===== config.mk =====
export PLATFORM = sky130hd
export DESIGN_NAME = ppr_cell
export DESIGN_NICKNAME = d
export VERILOG_FILES = /design/src/rtl/ppr_pkg.sv /design/src/rtl/ppr_cell.sv
export SDC_FILE = /design/constraint.sdc
export NUM_CORES = 2
export LEC_CHECK = 0
export ABC_CLOCK_PERIOD_IN_PS = 8800
export BUFFER_PORTS_ARGS = -buffer_cell sky130_fd_sc_hd__buf_2
export CELL_PAD_IN_SITES_DETAIL_PLACEMENT = 0
export CELL_PAD_IN_SITES_GLOBAL_PLACEMENT = 1
export CORE_ASPECT_RATIO = 0.6
export CORE_MARGIN = 10
export CORE_UTILIZATION = 40
export DETAILED_ROUTE_END_ITERATION = 7
export PLACE_DENSITY_LB_ADDON = 0.3
export SYNTH_ARGS = -nofsm -noshare
export SYNTH_HDL_FRONTEND = slang
export SYNTH_SLANG_ARGS = --single-unit

===== constraint.sdc =====
create_clock -name clk -period 8.8 [get_ports clk]
set_clock_uncertainty 0.1 [all_clocks]
set_input_delay 0.88 -clock clk [delete_from_list [all_inputs] [get_ports clk]]
set_output_delay 0.88 -clock clk [all_outputs]
set_load 0.01 [all_outputs]

===== src/rtl/ppr_pkg.sv =====
// Package for the protected path rule table: codes, token type and
// controller states. No dependencies.
`default_nettype none
package ppr_pkg;

  localparam int MAX_NW = 13;   // holds lengths up to 4096
  localparam int MAX_SW = 10;   // holds slot numbers up to 1023

  localparam logic [1:0] CMD_ADD    = 2'd1;
  localparam logic [1:0] CMD_REMOVE = 2'd2;

  localparam logic [2:0] ST_QUERIED = 3'd0;
  localparam logic [2:0] ST_ADDED   = 3'd1;
  localparam logic [2:0] ST_DUP     = 3'd2;
  localparam logic [2:0] ST_FULL    = 3'd3;
  localparam logic [2:0] ST_REMOVED = 3'd4;
  localparam logic [2:0] ST_NOTFND  = 3'd5;

  typedef enum logic [2:0] {
    TK_NOP, TK_BEGIN, TK_CMP, TK_END, TK_COLLECT, TK_WR, TK_WR_END
  } tok_kind_t;

  typedef struct packed {
    tok_kind_t           kind;
    logic [MAX_NW-1:0]   num;     // byte index, or remaining length at END
    logic [7:0]          data;
    logic [MAX_SW-1:0]   slot;    // write target
    logic                rm;      // collect also removes equal rules
    logic                hit;
    logic                found;
    logic [MAX_SW-1:0]   found_slot;
    logic                free;
    logic [MAX_SW-1:0]   free_slot;
  } tok_t;

  typedef enum logic [3:0] {
    S_IDLE, S_BEG, S_CMP, S_END, S_COL, S_WAIT, S_WR, S_WEND, S_RESP
  } ctrl_state_t;

endpackage
`default_nettype wire


===== src/rtl/ppr_cell.sv =====
// One rule slot of the chain: rule bytes, length and active mark.
// Depends on ppr_pkg.
`default_nettype none
module ppr_cell #(
  parameter int PATH_LEN = 256,
  parameter int IDX      = 0
) (
  input  wire              clk,
  input  wire              rst_n,
  input  ppr_pkg::tok_t    tok_in,
  output ppr_pkg::tok_t    tok_out
);
  import ppr_pkg::*;

  localparam int JW = $clog2(PATH_LEN);
  localparam int LW = $clog2(PATH_LEN + 1);

  logic [7:0]    mem [PATH_LEN];
  logic [7:0]    rd_r;
  tok_t          tok_r;
  logic          valid_r, cur_ok_r, hit_r, eq_r;
  logic [LW-1:0] len_r;
  logic [LW-1:0] tnum;
  logic          me, match;

  assign tnum  = tok_r.num[LW-1:0];
  assign me    = (tok_r.slot == MAX_SW'(IDX));
  assign match = valid_r && eq_r;

  always_ff @(posedge clk) begin
    rd_r <= mem[tok_in.num[JW-1:0]];
    if (tok_r.kind == TK_WR && me) mem[tok_r.num[JW-1:0]] <= tok_r.data;
  end

  always_ff @(posedge clk) begin
    if (!rst_n) begin
      tok_r    <= '0;
      valid_r  <= 1'b0;
      len_r    <= '0;
      cur_ok_r <= 1'b0;
      hit_r    <= 1'b0;
      eq_r     <= 1'b0;
    end else begin
      tok_r <= tok_in;
      case (tok_r.kind)
        TK_BEGIN: cur_ok_r <= 1'b1;
        TK_CMP: if (tnum < len_r && rd_r != tok_r.data) cur_ok_r <= 1'b0;
        TK_END: begin
          if (cur_ok_r && len_r <= tnum) hit_r <= 1'b1;
          eq_r <= cur_ok_r && (len_r == tnum);
        end
        TK_COLLECT: begin
          hit_r <= 1'b0;
          if (tok_r.rm && match) begin
            valid_r <= 1'b0;
            len_r   <= '0;
          end
        end
        TK_WR_END: if (me) begin
          valid_r <= 1'b1;
          len_r   <= tnum;
        end
        default: ;
      endcase
    end
  end

  // collect results ripple toward the lowest-priority end of the chain
  always_comb begin
    tok_out = tok_r;
    if (tok_r.kind == TK_COLLECT) begin
      tok_out.hit = tok_r.hit || (valid_r && hit_r);
      if (match && !tok_r.found) begin
        tok_out.found      = 1'b1;
        tok_out.found_slot = MAX_SW'(IDX);
      end
      if (!valid_r && !tok_r.free) begin
        tok_out.free      = 1'b1;
        tok_out.free_slot = MAX_SW'(IDX);
      end
    end
  end

endmodule
`default_nettype wire


### Word-level counts from Yosys, hierarchy flattened

Memory sizes are Yosys's and may differ from the RTL's. A register that Yosys moved wholly into a read port is not among the register bits.
Cells that the tools add are included.

| word-level totals | value |
|---|---|
| register bits after elaboration | 71 |
| latch bits | 0 |
| RAM bits | 2048 |
| bits in read-only memories | 0 |
| input bits | 60 |
| output and inout bits | 58 |
| word-level logic and storage cells | 65 |
| memories kept | 1 |

Memory list:

| memory | words | bits a word | read ports | clocked after memory_dff | wr ports | line | text |
|---|---|---|---|---|---|---|---|
| mem | 256 | 8 | 1 | 1 | 1 | ppr_cell.sv:18 | `logic [7:0] mem [PATH_LEN];` |

| operators by class | value |
|---|---|
| add/subtract/negate cells | 0 |
| multipliers | 0 |
| div/mod/pow operators | 0 |
| magnitude comparators | 2 |
| eq/ne operators | 12 |
| shift operators | 0 |
| multiplexer cells | 15 |
| bitwise gates (word level) | 0 |
| reduce and logical (&&, ||, !) cells | 20 |

Operators with widths:

| operator | count |
|---|---|
| $mux W23 | 1 |
| $mux W11 | 2 |
| $mux W9 | 2 |
| $pmux W9 S2 | 1 |
| $logic_not A10 Y1 | 1 |
| $eq A3 B3 Y1 const B | 3 |
| $eq A9 B9 Y1 | 1 |
| $le A9 B9 Y1 | 1 |
| $logic_and A1 B1 Y1 | 9 |
| $lt A9 B9 Y1 | 1 |
| $ne A2 B2 Y1 const B | 4 |
| $ne A8 B8 Y1 | 1 |
| $eq A3 B2 Y1 const B | 2 |
| $mux W1 | 6 |
| $pmux W1 S2 | 3 |
| $reduce_bool A2 Y1 | 3 |
| $reduce_and A2 Y1 | 2 |
| $eq A3 B1 Y1 const B | 1 |
| $logic_not A1 Y1 | 3 |
| $reduce_and A3 Y1 | 1 |
| $logic_or A1 B1 Y1 | 1 |

### Longest topological paths before layout

| depth | value |
|---|---|
| word-level depth | 4 |
| depth in mapped cells | 12 |
| depth with buffers taken out | 9 |

### Worst setup path before layout

No wires, ideal clock.

| timing | value |
|---|---|
| kind | flip-flop to output port |
| start point | reg tok_r, in the netlist tok_out[34] |
| end point | out tok_out[34] (netlist name) |
| arrival | 3.899 ns |
| data required time | 7.820 ns |
| path slack | 3.921 ns |
| cell stages (with the launch flop) | 2 |
| path buffers | 1 |
| cells stage by stage | dfxtp_1 -> buf_4 |

RTL lines:

| element | line | text |
|---|---|---|
| start, declared | ppr_cell.sv:20 | `tok_t tok_r;` |
| start signal, assigned | ppr_cell.sv:44 | `tok_r <= tok_in;` |
| end, declared | ppr_cell.sv:11 | `output ppr_pkg::tok_t tok_out` |

No word-level cell between the ends.

==> reports/metrics.csv <==
stage,metric,value,unit
die,Row Count,128,
clock_tree,TritonCTS Sinks,2127,
layout,area delta synth->final,11.2,%
sta,Max Slew Vio Count,0,
place,routability cong.,0.820,
clock_tree,hold buffer count at cts,0,
power_and_ir_drop,maximum VDD drop,0.000136,V
worst_setup_path,"Max FO, Critical Path",94,
detailed_routing,Final ANT Viol Nets,0,
detailed_routing,detail-routed net length per standard cell,31.6,microns
synthesis,"Primary FF master, synth",edfxtp_1,
layout,fillers,17100,
synthesis,mapped cell area,0.0820,sq mm
synthesis,Synth cell types,51,
die,Initial Util,40.3,%
power_and_ir_drop,sw frac,21.6,%
worst_setup_path,Worst Path Required,9350,ps
sta,TNS Setup,0,ps
clock_tree,post-cts gate resize count,0,
clock_tree,clock buffer depth,4,
sta,Final setup violation count,0,
synthesis,Mean Syn Cell Area,21.2,sq um
global_routing,grt total ovfl,0,
die,DIE HEIGHT,371,microns
place,IO Port Bufs,117,
clock_tree,Clock Latency Late Sink,840,ps
detailed_routing,Vias,39700,
sta,worst-margin pin slew,1380,ps
synthesis,Yosys warnings,0,
sta,Slew HR,7.00,%
detailed_routing,max layer used,met5,
sta,fmax,217,MHz
layout,nets@finish,4057,
detailed_routing,DRC violations left,0,
layout,area of the multi-input gates,0.0175,sq mm
min_path,path type of the worst min-delay path,input pin to flop,
power_and_ir_drop,Power Dens Cells,222,mW/mm^2
synthesis,Post-synth EDFFs,2048,
global_routing,first-pass GRT wire length,306,mm
die,Core Box Area,0.203,sq mm
clock_tree,Post-CTS Setup Bufs,0,
synthesis,Synth top area share,75.0,%
sta,Final Cycle Share,52.3,%
die,# IOs,118,
place,Final HPWL DP,131,mm
global_routing,initial antenna violation count,17,
detailed_routing,DR WL met3,27.8,mm
detailed_routing,iteration-0 DRC count of the detailed router,5278,
layout,Reg area,0.0631,sq mm
worst_setup_path,critical path arrival,5150,ps
synthesis,"FF+latch count, synth",2127,
detailed_routing,Pre-antenna DRT Iters,5,
global_routing,maximum number of pins on one net before global-route repair,195,
global_routing,Total GRT Usage,18.9,%
clock_tree,root buf cell,clkbuf_16,
power_and_ir_drop,internal power,15900,uW
worst_setup_path,Setup crit end kind,flop,
power_and_ir_drop,Leak,0.0254,uW
synthesis,leading area contributor after synthesis,edfxtp_1,
power_and_ir_drop,clock share of power,40.2,%
detailed_routing,drt via density,5.78,
sta,final worst path period need,4600,ps
power_and_ir_drop,Net Sw Power,4360,uW
layout,Final Util,44.8,%
die,Die Footprint,0.224,sq mm
layout,share of cells above drive strength 1,24.1,%
detailed_routing,wl on met1,97.6,mm
sta,RSZ-0062 raised after global routing,false,
synthesis,ys async rst share,0,%
power_and_ir_drop,Seq pwr share,55.1,%
worst_setup_path,Worst setup SP type,input pin,
clock_tree,H-tree levels,4,
detailed_routing,total wire length,217,mm
worst_setup_path,kind of critical path,input pin to flop,
global_routing,vias in the first global route,38900,
status,status,finished clean,
clock_tree,Num CTS Buffers,190,
clock_tree,"CTS clk-pin slew, worst paths",60,ps
synthesis,sequential share of the synthesized area,76.9,%
sta,Fin. Hold Viols,0,
power_and_ir_drop,Comb pwr share,4.7,%
job,Max Cap Viol,0,
die,width of the die,605,microns
synthesis,Synth area leaders,"edfxtp_1 75%, mux4_2 14%, dfxtp_1 1.9%",
synthesis,Post-Syn Nets,3944,
clock_tree,TritonCTS clock tree,yes,
detailed_routing,DR WL met2,86.9,mm
synthesis,Syn Inst Count,3875,
[final timing paths]
kind / cells past startpoint / startpoint / slack (ps) / to
worst max register to register: 6 / tok_out[57] / 4290 / mem[244][5]
worst min-delay path: 2 / tok_in[34] / 160 / tok_out[34]
worst min register to register: 2 / eq_r / 370 / eq_r
worst max-delay path: 8 / tok_in[42] / 4200 / rd_r[5]
[state kept, by name, summed over array words and instances (netlist names)]
signal    cells
eq_r          1
len_r         9
mem        2048
hit_r         1
cur_ok_r      1
tok_out      35
rd_r          8
tok_r        23
valid_r       1
[per-stage QoR]
step                      cells  worst slack, ps  total power (uW)  hold slack [ps]  cell area [sq um]
after detailed placement   6526             3560             12300              364              85300
final                      6863             4200             20200              165              91200
after global routing       6863             4080             20800              123              91200
after CTS                  6862             4220             20300              110              91200
after floorplan            3875             3920             11900              336              82000
after global placement     6526             3580             12300              357              85300
[cell families after synthesis]
| kind of cell | share of synthesized area (%) |
|---|---|
| fa+ha+maj | 0.137 |
| compound gates | 2.39 |
| xor+xnor | 0.0854 |
| buf+inv | 1.84 |
| flops | 76.9 |
| simple gates | 3.14 |
| mux | 15.5 |
[cell type report]
class / count / area share, %
diodes: 1 / 0.00274
clock buffers: 239 / 5.56
clock inverters: 97 / 0.863
inverters: 9 / 0.0371
multi-input cells: 1473 / 19.2
flip-flops and latches: 2127 / 69.2
well taps: 2730 / 3.75
repair buffers: 187 / 1.39
[power groups by stage]
stage | Sequential, uW | Combinational [uW] | Clock, uW
2_1_floorplan | 11400 | 511 | 0
3_3_place_gp | 11400 | 929 | 0
3_5_place_dp | 11400 | 938 | 0
4_1_cts | 11100 | 938 | 8260
5_1_grt | 11100 | 993 | 8680
6_report | 11100 | 941 | 8140
[critical path, cell delays in order]
cell     delay, ps
buf_8          510
buf_12         560
mux4_2         610
mux4_2         510
mux2i_1        340
a21oi_1        170
nor3_1        1090
nor3_1         130
[layout by cell type, fill, tap and decap left out, types with 13 or more instances in the layout]
cell type,count
edfxtp_1,2048
mux4_2,518
nor2_1,272
clkbuf_16,193
buf_2,112
mux2i_1,102
a22oi_1,94
a21oi_1,71
dfxtp_1,71
and2_1,70
buf_4,63
nand2_1,53
clkinv_1,44
nand3_1,39
clkbuf_1,39
nor3_1,36
clkinv_2,31
o221ai_1,26
nor2b_1,26
a22o_1,17
o22ai_1,15
bufinv_16,13
[cell usage after synthesis, types with 6 or more instances]
| library cell | count |
|---|---|
| mux4_2 | 518 |
| o21ai_0 | 6 |
| buf_1 | 17 |
| nand2b_1 | 10 |
| nor3_1 | 36 |
| buf_4 | 70 |
| buf_6 | 18 |
| and3_1 | 6 |
| nand2_1 | 57 |
| buf_2 | 60 |
| dfxtp_1 | 79 |
| nand4_1 | 12 |
| a221oi_1 | 12 |
| nand3_1 | 45 |
| and2_1 | 71 |
| a22oi_1 | 94 |
| a22o_1 | 17 |
| mux2i_1 | 102 |
| a21oi_1 | 71 |
| clkbuf_1 | 101 |
| inv_1 | 9 |
| xnor2_1 | 8 |
| o221ai_1 | 26 |
| nor2b_1 | 30 |
| ha_1 | 9 |
| a211oi_1 | 8 |
| edfxtp_1 | 2048 |
| o22ai_1 | 15 |
| nor2_1 | 274 |
[routing by layer]
layer / GRT usage [%] / up-vias
li1: - / 16200
met1: 29.0 / 21200
met2: 24.9 / 1889
met3: 8.09 / 280
met4: 3.70 / 10
met5: 0 / -
Power figures use the tool's default switching activity.
